--- config.mk ---
export PLATFORM = sky130hd
export DESIGN_NAME = spike_event_router_flat
export DESIGN_NICKNAME = d
export VERILOG_FILES = /design/src/ser_pkg.sv /design/src/ser_channels.sv /design/src/spike_event_router.sv /design/src/flat_wrapper.sv
export VERILOG_INCLUDE_DIRS = /design/src /design/src/src
export SDC_FILE = /design/constraint.sdc
export NUM_CORES = 2
export LEC_CHECK = 0
export BUFFER_PORTS_ARGS = -buffer_cell sky130_fd_sc_hd__buf_2
export CAP_MARGIN = 20
export CORE_UTILIZATION = 62
export CTS_CLUSTER_SIZE = 24
export DETAILED_ROUTE_END_ITERATION = 6
export GPL_ROUTABILITY_DRIVEN = 0
export PLACE_DENSITY = 0.81
export SYNTH_ARGS = -nofsm -noshare
export SYNTH_HDL_FRONTEND = slang
export SYNTH_SLANG_ARGS = --single-unit
--- constraint.sdc ---
create_clock -name clk -period 7 [get_ports clk]
set_input_delay 0.35 -clock clk [delete_from_list [all_inputs] [get_ports clk]]
set_output_delay 0.35 -clock clk [all_outputs]
set_load 0.05 [all_outputs]
--- src/assert_macros.svh ---
// ----------------------------------------------------------------------------
// Assertion macros
// Concurrent assertion helpers clocked on clk and disabled while rst_n is low.
// ----------------------------------------------------------------------------
`ifndef ASSERT_MACROS_SVH
`define ASSERT_MACROS_SVH

`ifndef SYNTHESIS
`define SER_ASSERT_SAME(label, ante, cons, msg) \
    label: assert property (@(posedge clk) disable iff (!rst_n) (ante) |-> (cons)) \
        else $error(msg);
`define SER_ASSERT_NEXT(label, ante, cons, msg) \
    label: assert property (@(posedge clk) disable iff (!rst_n) (ante) |=> (cons)) \
        else $error(msg);
`else
`define SER_ASSERT_SAME(label, ante, cons, msg)
`define SER_ASSERT_NEXT(label, ante, cons, msg)
`endif

`endif

--- src/ser_pkg.sv ---
// ----------------------------------------------------------------------------
// ser_pkg
// Shared types and codes of the spike event router.
// ----------------------------------------------------------------------------
package ser_pkg;

    localparam int BITFIELD_WIDTH = 32;

    localparam logic [1:0] CMD_TICK  = 2'd0;
    localparam logic [1:0] CMD_WRITE = 2'd1;
    localparam logic [1:0] CMD_READ  = 2'd2;

    localparam logic [2:0] REG_BITFIELD = 3'd0;
    localparam logic [2:0] REG_IDBASE   = 3'd1;
    localparam logic [2:0] REG_BARRIER  = 3'd2;
    localparam logic [2:0] REG_SWAP     = 3'd3;
    localparam logic [2:0] REG_RSTART   = 3'd4;
    localparam logic [2:0] REG_REND     = 3'd5;
    localparam logic [2:0] REG_BCOUNT   = 3'd6;

    localparam logic CFG_MEM_BASE = 1'b0;
    localparam logic CFG_MEM_SIZE = 1'b1;

    localparam logic [31:0] BARRIER_WORD  = 32'hFFFF_FFFF;
    localparam logic [31:0] WORD_BYTES    = 32'd4;
    localparam logic [31:0] ADDR_MASK     = 32'hFFFF_FFFC;
    localparam logic [31:0] RST_MEM_SIZE  = 32'd4096;

    typedef struct packed {
        logic [1:0]  cmd;
        logic [2:0]  reg_index;
        logic [31:0] reg_wdata;
        logic        rx_valid;
        logic [31:0] rx_data;
        logic        tx_granted;
    } item_t;

    typedef struct packed {
        logic        tx_valid;
        logic [31:0] tx_data;
        logic        mem_write;
        logic [31:0] mem_addr;
        logic [31:0] mem_data;
        logic [31:0] reg_rdata;
        logic        overrun;
        logic        write_dropped;
    } result_t;

    typedef struct packed {
        logic        addr;
        logic [31:0] wdata;
    } cfg_t;

endpackage

--- src/ser_channels.sv ---
// ----------------------------------------------------------------------------
// ser_channels
// Valid/ready channel interfaces for items, results and configuration writes.
// ----------------------------------------------------------------------------
interface ser_item_if;
    logic           valid;
    logic           ready;
    ser_pkg::item_t payload;

    modport source (output valid, output payload, input ready);
    modport sink (input valid, input payload, output ready);
endinterface

interface ser_result_if;
    logic             valid;
    logic             ready;
    ser_pkg::result_t payload;

    modport source (output valid, output payload, input ready);
    modport sink (input valid, input payload, output ready);
endinterface

interface ser_cfg_if;
    logic          valid;
    logic          ready;
    ser_pkg::cfg_t payload;

    modport source (output valid, output payload, input ready);
    modport sink (input valid, input payload, output ready);
endinterface

--- src/spike_event_router.sv ---
// ----------------------------------------------------------------------------
// spike_event_router
// Register-mapped router that serializes event bitfields onto a shared bus
// and stores received events in a double-buffered spike memory.
// ----------------------------------------------------------------------------
// Each transaction on items is a bus tick, a register write or a register
// read, and it produces exactly one transaction on results.
// A transaction on cfg sets the spike memory base or size and reloads the
// buffer pointers; the user must issue it only while the block is idle,
// which the block itself does not enforce. An accepted item waits in an
// input register and is evaluated into the result register once that is free.
// One item is taken every cycle while results does not stall; the rate comes
// from the router state update, which reads and writes all state in the same cycle.
// Reset clears the state machine and registers, sets the memory to base 0
// and size 4096, and publishes an empty read range at the end of memory.
// When results stalls, the result register holds its transaction, the
// input register keeps the next item, and items.ready drops until the
// result is taken.
// ----------------------------------------------------------------------------
`include "assert_macros.svh"

module spike_event_router (
    input logic    clk,
    input logic    rst_n,
    ser_cfg_if.sink    cfg,
    ser_item_if.sink   items,
    ser_result_if.source results
);
    import ser_pkg::*;

    localparam logic [1:0] ST_IDLE         = 2'd0;
    localparam logic [1:0] ST_EXTRACT      = 2'd1;
    localparam logic [1:0] ST_WAIT_SPIKE   = 2'd2;
    localparam logic [1:0] ST_WAIT_BARRIER = 2'd3;

    function automatic logic [5:0] trail_zeros(input logic [31:0] v);
        logic [5:0] n;
        n = 6'd32;
        for (int i = 31; i >= 0; i--)
        begin
            if (v[i])
            begin
                n = 6'(i);
            end
        end
        return n;
    endfunction

    logic        item_valid_reg;
    item_t       item_reg;
    logic        result_valid_reg, result_valid_next;
    result_t     result_reg, res;

    logic [31:0] mem_base_reg, mem_base_next;
    logic [31:0] mem_size_reg, mem_size_next;
    logic [1:0]  state_reg, state_next;
    logic [31:0] bitfield_reg, bitfield_next;
    logic [31:0] idbase_reg, idbase_next;
    logic [31:0] barrier_reg, barrier_next;
    logic [31:0] swap_reg, swap_next;
    logic [31:0] rstart_reg, rstart_next;
    logic [31:0] rend_reg, rend_next;
    logic [31:0] bcount_reg, bcount_next;
    logic [31:0] pending_reg, pending_next;
    logic [31:0] id_base_reg, id_base_next;
    logic [5:0]  spike_index_reg, spike_index_next;
    logic [31:0] wp_reg, wp_next;
    logic        front_reg, front_next;

    logic        advance;
    logic        process;
    logic [5:0]  tz;
    logic [31:0] end_addr;
    logic [31:0] cfg_end;

    assign advance       = !result_valid_reg || results.ready;
    assign process       = item_valid_reg && advance;
    assign items.ready   = !item_valid_reg || advance;
    assign cfg.ready     = 1'b1;
    assign results.valid = result_valid_reg;
    assign results.payload = result_reg;
    assign tz            = trail_zeros(pending_reg);
    assign end_addr      = mem_base_reg + mem_size_reg;
    assign result_valid_next = advance ? item_valid_reg : result_valid_reg;

    always_comb
    begin
        res              = '0;
        mem_base_next    = mem_base_reg;
        mem_size_next    = mem_size_reg;
        state_next       = state_reg;
        bitfield_next    = bitfield_reg;
        idbase_next      = idbase_reg;
        barrier_next     = barrier_reg;
        swap_next        = swap_reg;
        rstart_next      = rstart_reg;
        rend_next        = rend_reg;
        bcount_next      = bcount_reg;
        pending_next     = pending_reg;
        id_base_next     = id_base_reg;
        spike_index_next = spike_index_reg;
        wp_next          = wp_reg;
        front_next       = front_reg;
        cfg_end          = '0;

        if (process)
        begin
            case (item_reg.cmd)
                CMD_TICK:
                begin
                    if (swap_reg != '0)
                    begin
                        if (front_reg)
                        begin
                            rstart_next = mem_base_reg;
                            rend_next   = wp_reg;
                            wp_next     = end_addr - WORD_BYTES;
                        end
                        else
                        begin
                            rstart_next = wp_reg + WORD_BYTES;
                            rend_next   = end_addr;
                            wp_next     = mem_base_reg;
                        end
                        front_next = !front_reg;
                        swap_next  = '0;
                    end

                    if (item_reg.rx_valid)
                    begin
                        if (item_reg.rx_data == BARRIER_WORD)
                        begin
                            bcount_next = bcount_reg + 32'd1;
                        end
                        else
                        begin
                            res.mem_write = 1'b1;
                            res.mem_addr  = wp_next;
                            res.mem_data  = item_reg.rx_data;
                            if (front_next)
                            begin
                                wp_next     = wp_next + WORD_BYTES;
                                res.overrun = (wp_next >= rstart_next);
                            end
                            else
                            begin
                                wp_next     = wp_next - WORD_BYTES;
                                res.overrun = (wp_next < rend_next);
                            end
                        end
                    end

                    case (state_reg)
                        ST_IDLE:
                        begin
                            if (bitfield_reg != '0)
                            begin
                                pending_next     = bitfield_reg;
                                id_base_next     = idbase_reg;
                                spike_index_next = '0;
                                state_next       = ST_EXTRACT;
                                bitfield_next    = '0;
                            end
                            else if (barrier_reg != '0)
                            begin
                                state_next   = ST_WAIT_BARRIER;
                                barrier_next = '0;
                            end
                        end
                        ST_EXTRACT:
                        begin
                            spike_index_next = spike_index_reg + tz;
                            if (tz >= 6'(BITFIELD_WIDTH - 1))
                            begin
                                pending_next = '0;
                            end
                            else
                            begin
                                pending_next = pending_reg >> (tz + 6'd1);
                            end
                            state_next = ST_WAIT_SPIKE;
                        end
                        ST_WAIT_SPIKE:
                        begin
                            res.tx_valid = 1'b1;
                            res.tx_data  = id_base_reg | {26'd0, spike_index_reg};
                            if (item_reg.tx_granted)
                            begin
                                if (pending_reg == '0)
                                begin
                                    state_next = ST_IDLE;
                                end
                                else
                                begin
                                    spike_index_next = spike_index_reg + 6'd1;
                                    state_next       = ST_EXTRACT;
                                end
                            end
                        end
                        default:
                        begin
                            res.tx_valid = 1'b1;
                            res.tx_data  = BARRIER_WORD;
                            if (item_reg.tx_granted)
                            begin
                                state_next = ST_IDLE;
                            end
                        end
                    endcase
                end
                CMD_WRITE:
                begin
                    case (item_reg.reg_index)
                        REG_BITFIELD:
                        begin
                            res.write_dropped = (bitfield_reg != '0);
                            bitfield_next     = item_reg.reg_wdata;
                        end
                        REG_IDBASE:  idbase_next = item_reg.reg_wdata;
                        REG_BARRIER:
                        begin
                            res.write_dropped = (barrier_reg != '0);
                            barrier_next      = item_reg.reg_wdata;
                        end
                        REG_SWAP:    swap_next   = item_reg.reg_wdata;
                        REG_RSTART:  rstart_next = item_reg.reg_wdata;
                        REG_REND:    rend_next   = item_reg.reg_wdata;
                        REG_BCOUNT:  bcount_next = item_reg.reg_wdata;
                        default: ;
                    endcase
                end
                CMD_READ:
                begin
                    case (item_reg.reg_index)
                        REG_BITFIELD: res.reg_rdata = bitfield_reg;
                        REG_IDBASE:   res.reg_rdata = idbase_reg;
                        REG_BARRIER:  res.reg_rdata = barrier_reg;
                        REG_SWAP:     res.reg_rdata = swap_reg;
                        REG_RSTART:   res.reg_rdata = rstart_reg;
                        REG_REND:     res.reg_rdata = rend_reg;
                        REG_BCOUNT:   res.reg_rdata = bcount_reg;
                        default:      res.reg_rdata = '0;
                    endcase
                end
                default: ;
            endcase
        end

        if (cfg.valid)
        begin
            if (cfg.payload.addr == CFG_MEM_BASE)
            begin
                mem_base_next = cfg.payload.wdata & ADDR_MASK;
            end
            else
            begin
                mem_size_next = cfg.payload.wdata & ADDR_MASK;
            end
            cfg_end     = mem_base_next + mem_size_next;
            wp_next     = mem_base_next;
            front_next  = 1'b1;
            rstart_next = cfg_end;
            rend_next   = cfg_end;
        end
    end

    always_ff @(posedge clk or negedge rst_n)
    begin
        if (!rst_n)
        begin
            item_valid_reg   <= 1'b0;
            result_valid_reg <= 1'b0;
            mem_base_reg     <= '0;
            mem_size_reg     <= RST_MEM_SIZE;
            state_reg        <= ST_IDLE;
            bitfield_reg     <= '0;
            idbase_reg       <= '0;
            barrier_reg      <= '0;
            swap_reg         <= '0;
            rstart_reg       <= RST_MEM_SIZE;
            rend_reg         <= RST_MEM_SIZE;
            bcount_reg       <= '0;
            pending_reg      <= '0;
            id_base_reg      <= '0;
            spike_index_reg  <= '0;
            wp_reg           <= '0;
            front_reg        <= 1'b1;
        end
        else
        begin
            if (items.ready)
            begin
                item_valid_reg <= items.valid;
            end
            result_valid_reg <= result_valid_next;
            mem_base_reg     <= mem_base_next;
            mem_size_reg     <= mem_size_next;
            state_reg        <= state_next;
            bitfield_reg     <= bitfield_next;
            idbase_reg       <= idbase_next;
            barrier_reg      <= barrier_next;
            swap_reg         <= swap_next;
            rstart_reg       <= rstart_next;
            rend_reg         <= rend_next;
            bcount_reg       <= bcount_next;
            pending_reg      <= pending_next;
            id_base_reg      <= id_base_next;
            spike_index_reg  <= spike_index_next;
            wp_reg           <= wp_next;
            front_reg        <= front_next;
        end
    end

    always_ff @(posedge clk)
    begin
        if (items.valid && items.ready)
        begin
            item_reg <= items.payload;
        end
        if (process)
        begin
            result_reg <= res;
        end
    end

    `SER_ASSERT_SAME(a_extract_has_bits, state_reg == ST_EXTRACT, pending_reg != '0, "extract state entered with no pending event bits")
    `SER_ASSERT_NEXT(a_stalled_item_kept, item_valid_reg && !advance, item_valid_reg, "held item lost while results stalled")
    `SER_ASSERT_SAME(a_mem_addr_aligned, result_valid_reg && result_reg.mem_write, result_reg.mem_addr[1:0] == 2'b00, "spike memory write address not word aligned")

endmodule

--- src/flat_wrapper.sv ---
// flat-port wrapper written by rule: the top's interface ports become plain ports
module spike_event_router_flat import ser_pkg::*;
  (clk, rst_n, cfg_valid, cfg_payload, cfg_ready, items_valid, items_payload, items_ready, results_valid, results_payload, results_ready);
  ser_cfg_if cfg_i ();
  ser_item_if items_i ();
  ser_result_if results_i ();
  input logic clk;
  input logic rst_n;
  input wire logic [$bits(cfg_i.valid)-1:0] cfg_valid;
  input wire logic [$bits(cfg_i.payload)-1:0] cfg_payload;
  output wire logic [$bits(cfg_i.ready)-1:0] cfg_ready;
  input wire logic [$bits(items_i.valid)-1:0] items_valid;
  input wire logic [$bits(items_i.payload)-1:0] items_payload;
  output wire logic [$bits(items_i.ready)-1:0] items_ready;
  output wire logic [$bits(results_i.valid)-1:0] results_valid;
  output wire logic [$bits(results_i.payload)-1:0] results_payload;
  input wire logic [$bits(results_i.ready)-1:0] results_ready;
  assign cfg_i.valid = cfg_valid;
  assign cfg_i.payload = cfg_payload;
  assign cfg_ready = cfg_i.ready;
  assign items_i.valid = items_valid;
  assign items_i.payload = items_payload;
  assign items_ready = items_i.ready;
  assign results_valid = results_i.valid;
  assign results_payload = results_i.payload;
  assign results_i.ready = results_ready;
  spike_event_router u_core (.clk(clk), .rst_n(rst_n), .cfg(cfg_i), .items(items_i), .results(results_i));
endmodule
==> results.txt <==
----------------------------------------------------
[Status]
  Status ... completed

[CTS]
  Count of H-tree levels built during CTS ... 3
  Clock transition at the register clock pins on the worst setup and hold paths after CTS ... roughly 0.060 ns
  Buffer type at the clock tree root ... clkbuf_16
  # clock sinks ... approximately 600
  Buffer levels on the longest clock path ... 3
  Number of buffers created by CTS ... 68
  CTS tree ... yes
  Clock insertion delay at the later pin of the skew report ... between 0.6 and 0.7 ns

[Logic synthesis]
  Mean Syn Cell Area ... between 9 and 10 um^2
  Library cells used by synthesis ... between 100 and 150
  Mapped cell area ... just under 0.04 mm^2
  Count of yosys warnings during synthesis ... 0
  Net count after synthesis ... approximately 4500
  Number of cells produced by synthesis ... about 4300
  Top_reg_cell synth ... dfrtp_1
  Proportion of synthesized flip-flops having asynchronous set or reset ... 0.6605
  Sequential element share of the synthesized area ... 0.4066
  Count of state elements after synthesis ... around 600
  Post-synth EDFFs ... around 200

[Route]
  Final wirelength ... around 130 mm
  Average wire length per cell after detail routing ... between 20 and 25 um
  Via count normalized by instance count ... around 6.8
  Drt drc ... 0
  Number of iterations in the first detailed-routing pass ... 7
  DRC marker count from the first detailed-route iteration ... 5262
  Count of antenna-violating nets left after detailed routing ... 0
  Vias ... 36453

[Placed design]
  Worst setup timing slack at the placement stage ... ~0.15 ns
  Number of buffers added on ports ... 240
  Post-DP HPWL ... roughly 90 mm
  Cell total after placement ... a little over 5000

[Global route]
  Total congestion overflow ... 0
  Maximum number of pins on one net before global-route repair ... 152
  First-pass GRT wire length ... roughly 200 mm
  Global-route usage over all layers ... 0.3989
  Initial antenna violation count ... 2
  Vias in the first global route ... 33783

[Finish]
  Number of nets at the end of the flow ... ~4800
  Max reg flops ... between 100 and 150
  Util after Layout ... 0.7205
  Count of filler cells inserted in the layout ... around 4600
  Most frequent standard cell in the layout excluding fill and tap cells ... nand2_1
  Leading cell types in the layout, fill and taps excluded ... nand2_1, dfrtp_1, nor2_1, a21oi_1, o21ai_0
  Non-filler instance count after layout ... between 5000 and 6000
  Ratio of cells with drive above 1 in the final layout ... 0.1692
  Layout overhead on the synthesized area ... 13.92%

[Run]
  Count of maximum capacitance violations ... 0

[Pwr]
  Clk network pwr share ... 0.203
  PD cells ... between 400 and 500 mW/mm^2
  Leakage power ... 18.71 nW
  Share of power burned in registers ... 0.282
  Internal portion of total power ... just over 0.01 W
  Switching share of power ... 0.4464
  Fraction of power consumed by combinational cells ... 0.515
  Peak VDD IR ... roughly 0.38 mV
  Net Switching ... ~0.0083 W

[Floorplanning]
  Y dimension of the die ... about 250 um
  DIE AREA ... around 0.064 mm^2
  Initial core utilization ... 0.6324
  Number of rows created at floorplan ... 91
  Die outline width ... around 250 um
  I/O pin cnt ... between 200 and 250
  Area of the placeable core ... between 0.06 and 0.07 mm^2

[Worst setup path]
  Maximum fanout encountered on the critical timing path ... 11
  Startpoint types ... flip-flop
  Critical path class ... reg2reg
  Critical-path cell with the highest stage delay ... or4_4
  Worst-path cell chain ... ha_1 -> o21a_1 -> a211o_1 -> a211o_1 -> a21oi_2 -> xor2_2 -> nand3_1 -> nor3_2 -> a211oi_1 -> nor3_1 -> a31oi_1 -> or2_2 -> or4_4 -> xor2_1 -> ha_1 -> nand4_1 -> or2_2 -> nor3_1 -> a2111oi_0 -> o211ai_1 -> o21ai_0
  Data arrival at the endpoint of the critical path ... around 7.1 ns
  Biggest cell delay along the critical path ... around 0.50 ns
  Required time of the critical path ... 7.37 ns
  Endpoint type of the worst setup path ... flip-flop

[Timing]
  Final setup violation count ... 0
  Final cycle utilization of the critical path ... 0.9651
  Clock Skew ... between 0.03 and 0.04 ns
  Max-Slew Margin vs Limit ... 0.2174
  Final TNS setup ... 0 ns
  Slew at the pin closest to its max-slew limit ... 1.170 ns
  Final max-slew violation count ... 0
  Hold Violations, Final ... 0
  Clock period minus final worst setup slack ... between 6 and 7 ns
  Setup repair after global routing missed its margin ... no
  Fmax ... between 0.1 and 0.15 GHz
  Worst-case setup margin in the final layout ... 0.2446 ns

[Worst hold path]
  Type of the worst min-delay path ... in2reg

----------------------------------------------------
## layout make-up
| type | instances | area [um^2] | area share |
|---|---|---|---|
| clock inverters | 34 | 478.0 | 0.01067 |
| inverters | 121 | 459.2 | 0.01025 |
| multi-input cells | 3278 | 21940 | 0.4899 |
| repair buffers | 440 | 2998 | 0.06693 |
| diodes | 1 | 2.502 | 0.00005587 |
| clock buffers | 91 | 1874 | 0.04185 |
| flip-flops and latches | 598 | 15990 | 0.3570 |
| well taps | 837 | 1047 | 0.02338 |
## kinds of logic after synthesis
family          synth area share
compound gates            0.1974
xor+xnor                 0.03752
mux                      0.09773
buf+inv                  0.04121
fa+ha+maj                0.04557
simple gates              0.1738
other cells            0.0001910
flops                     0.4066
## power by group through the flow
| stage | sequential (W) | clock [W] | combinational (W) |
|---|---|---|---|
| after floorplan | 0.00513 | 0 | 0.00662 |
| after CTS | 0.00519 | 0.00377 | 0.00921 |
| final | 0.00526 | 0.00378 | 0.00959 |
| after detailed placement | 0.00524 | 0 | 0.00908 |
| after global routing | 0.00531 | 0.00391 | 0.0103 |
| after global placement | 0.00521 | 0 | 0.00891 |
## path summary, 6_finish.rpt
path / start / endpoint / slack (ns) / depth (start not counted)
worst min-delay path: results_ready / u_core.results.valid / 0.02 / 3
worst max-delay path: u_core.mem_base_reg[3] / u_core.results.payload[1] / 0.24 / 21
worst min register to register: u_core.id_base_reg[15] / u_core.id_base_reg[15] / 0.50 / 1
max in group asynchronous: rst_n / u_core.mem_size_reg[16] / 4.94 / 3
min in group asynchronous: rst_n / u_core.id_base_reg[12] / 0.41 / 2
worst max register to register: u_core.mem_base_reg[3] / u_core.results.payload[1] / 0.24 / 21
## synth_stat cells (40+ instances only)
library cell | number | area, um^2
nand2_1 | 411 | 1543
nor4_1 | 48 | 300.3
clkbuf_1 | 234 | 878.3
o21ai_0 | 323 | 1617
a21oi_1 | 376 | 1882
xor2_1 | 56 | 490.5
edfxtp_1 | 203 | 6096
a211oi_1 | 70 | 525.5
ha_1 | 140 | 1752
mux2i_1 | 97 | 970.9
o211ai_1 | 79 | 593.1
mux2_2 | 159 | 1790
nand4_1 | 50 | 312.8
nor2_1 | 377 | 1415
and3_1 | 94 | 588.1
dfrtp_1 | 391 | 9784
a21o_1 | 40 | 300.3
nand3_1 | 139 | 695.7
nor3_1 | 63 | 315.3
inv_1 | 118 | 442.9
o21a_1 | 68 | 510.5
and2_1 | 40 | 250.2
xnor2_1 | 108 | 945.9
buf_1 | 42 | 157.7
mux4_2 | 47 | 1059
## through the flow
step           total power (W)  hold slack, ns  cell area [um^2]
3_3_place_gp           0.01412          0.4752             41250
3_5_place_dp           0.01432          0.4870             41250
2_1_floorplan          0.01175         0.05441             39320
4_1_cts                0.01816        0.003159             44610
5_1_grt                0.01949         0.01303             44790
6_report               0.01864         0.01554             44790
## metal layers
layer  routed length (um)  share of wire  GRT usage  vias to the layer above
met2                56610           0.44     0.6037                     2593
met3                15850           0.12    0.08071                      512
met4                 8374          0.065     0.2182                        0
met5                    0              0          0                        -
met1                48190           0.37     0.5388                    17120
li1                     -              -          -                    16228
## timing repair
| item | in CTS | in global routing |
|---|---|---|
| endpoints found under the setup margin | 0 | 1 |
| setup buffers | 0 | 2 |
| resized for setup | 0 | 27 |
| hold buffers | 101 | 0 |
| hold endpoints to repair | 212 | 0 |
## worst max-delay path: cells and delay by family, from the launching register on
family | cells | cell delay [ns]
xor+xnor | 2 | 0.50
simple gates | 8 | 2.74
fa+ha+maj | 2 | 0.76
flops | 1 | 0.46
compound gates | 9 | 2.03
No activity file was read; power rests on OpenSTA's default activity.
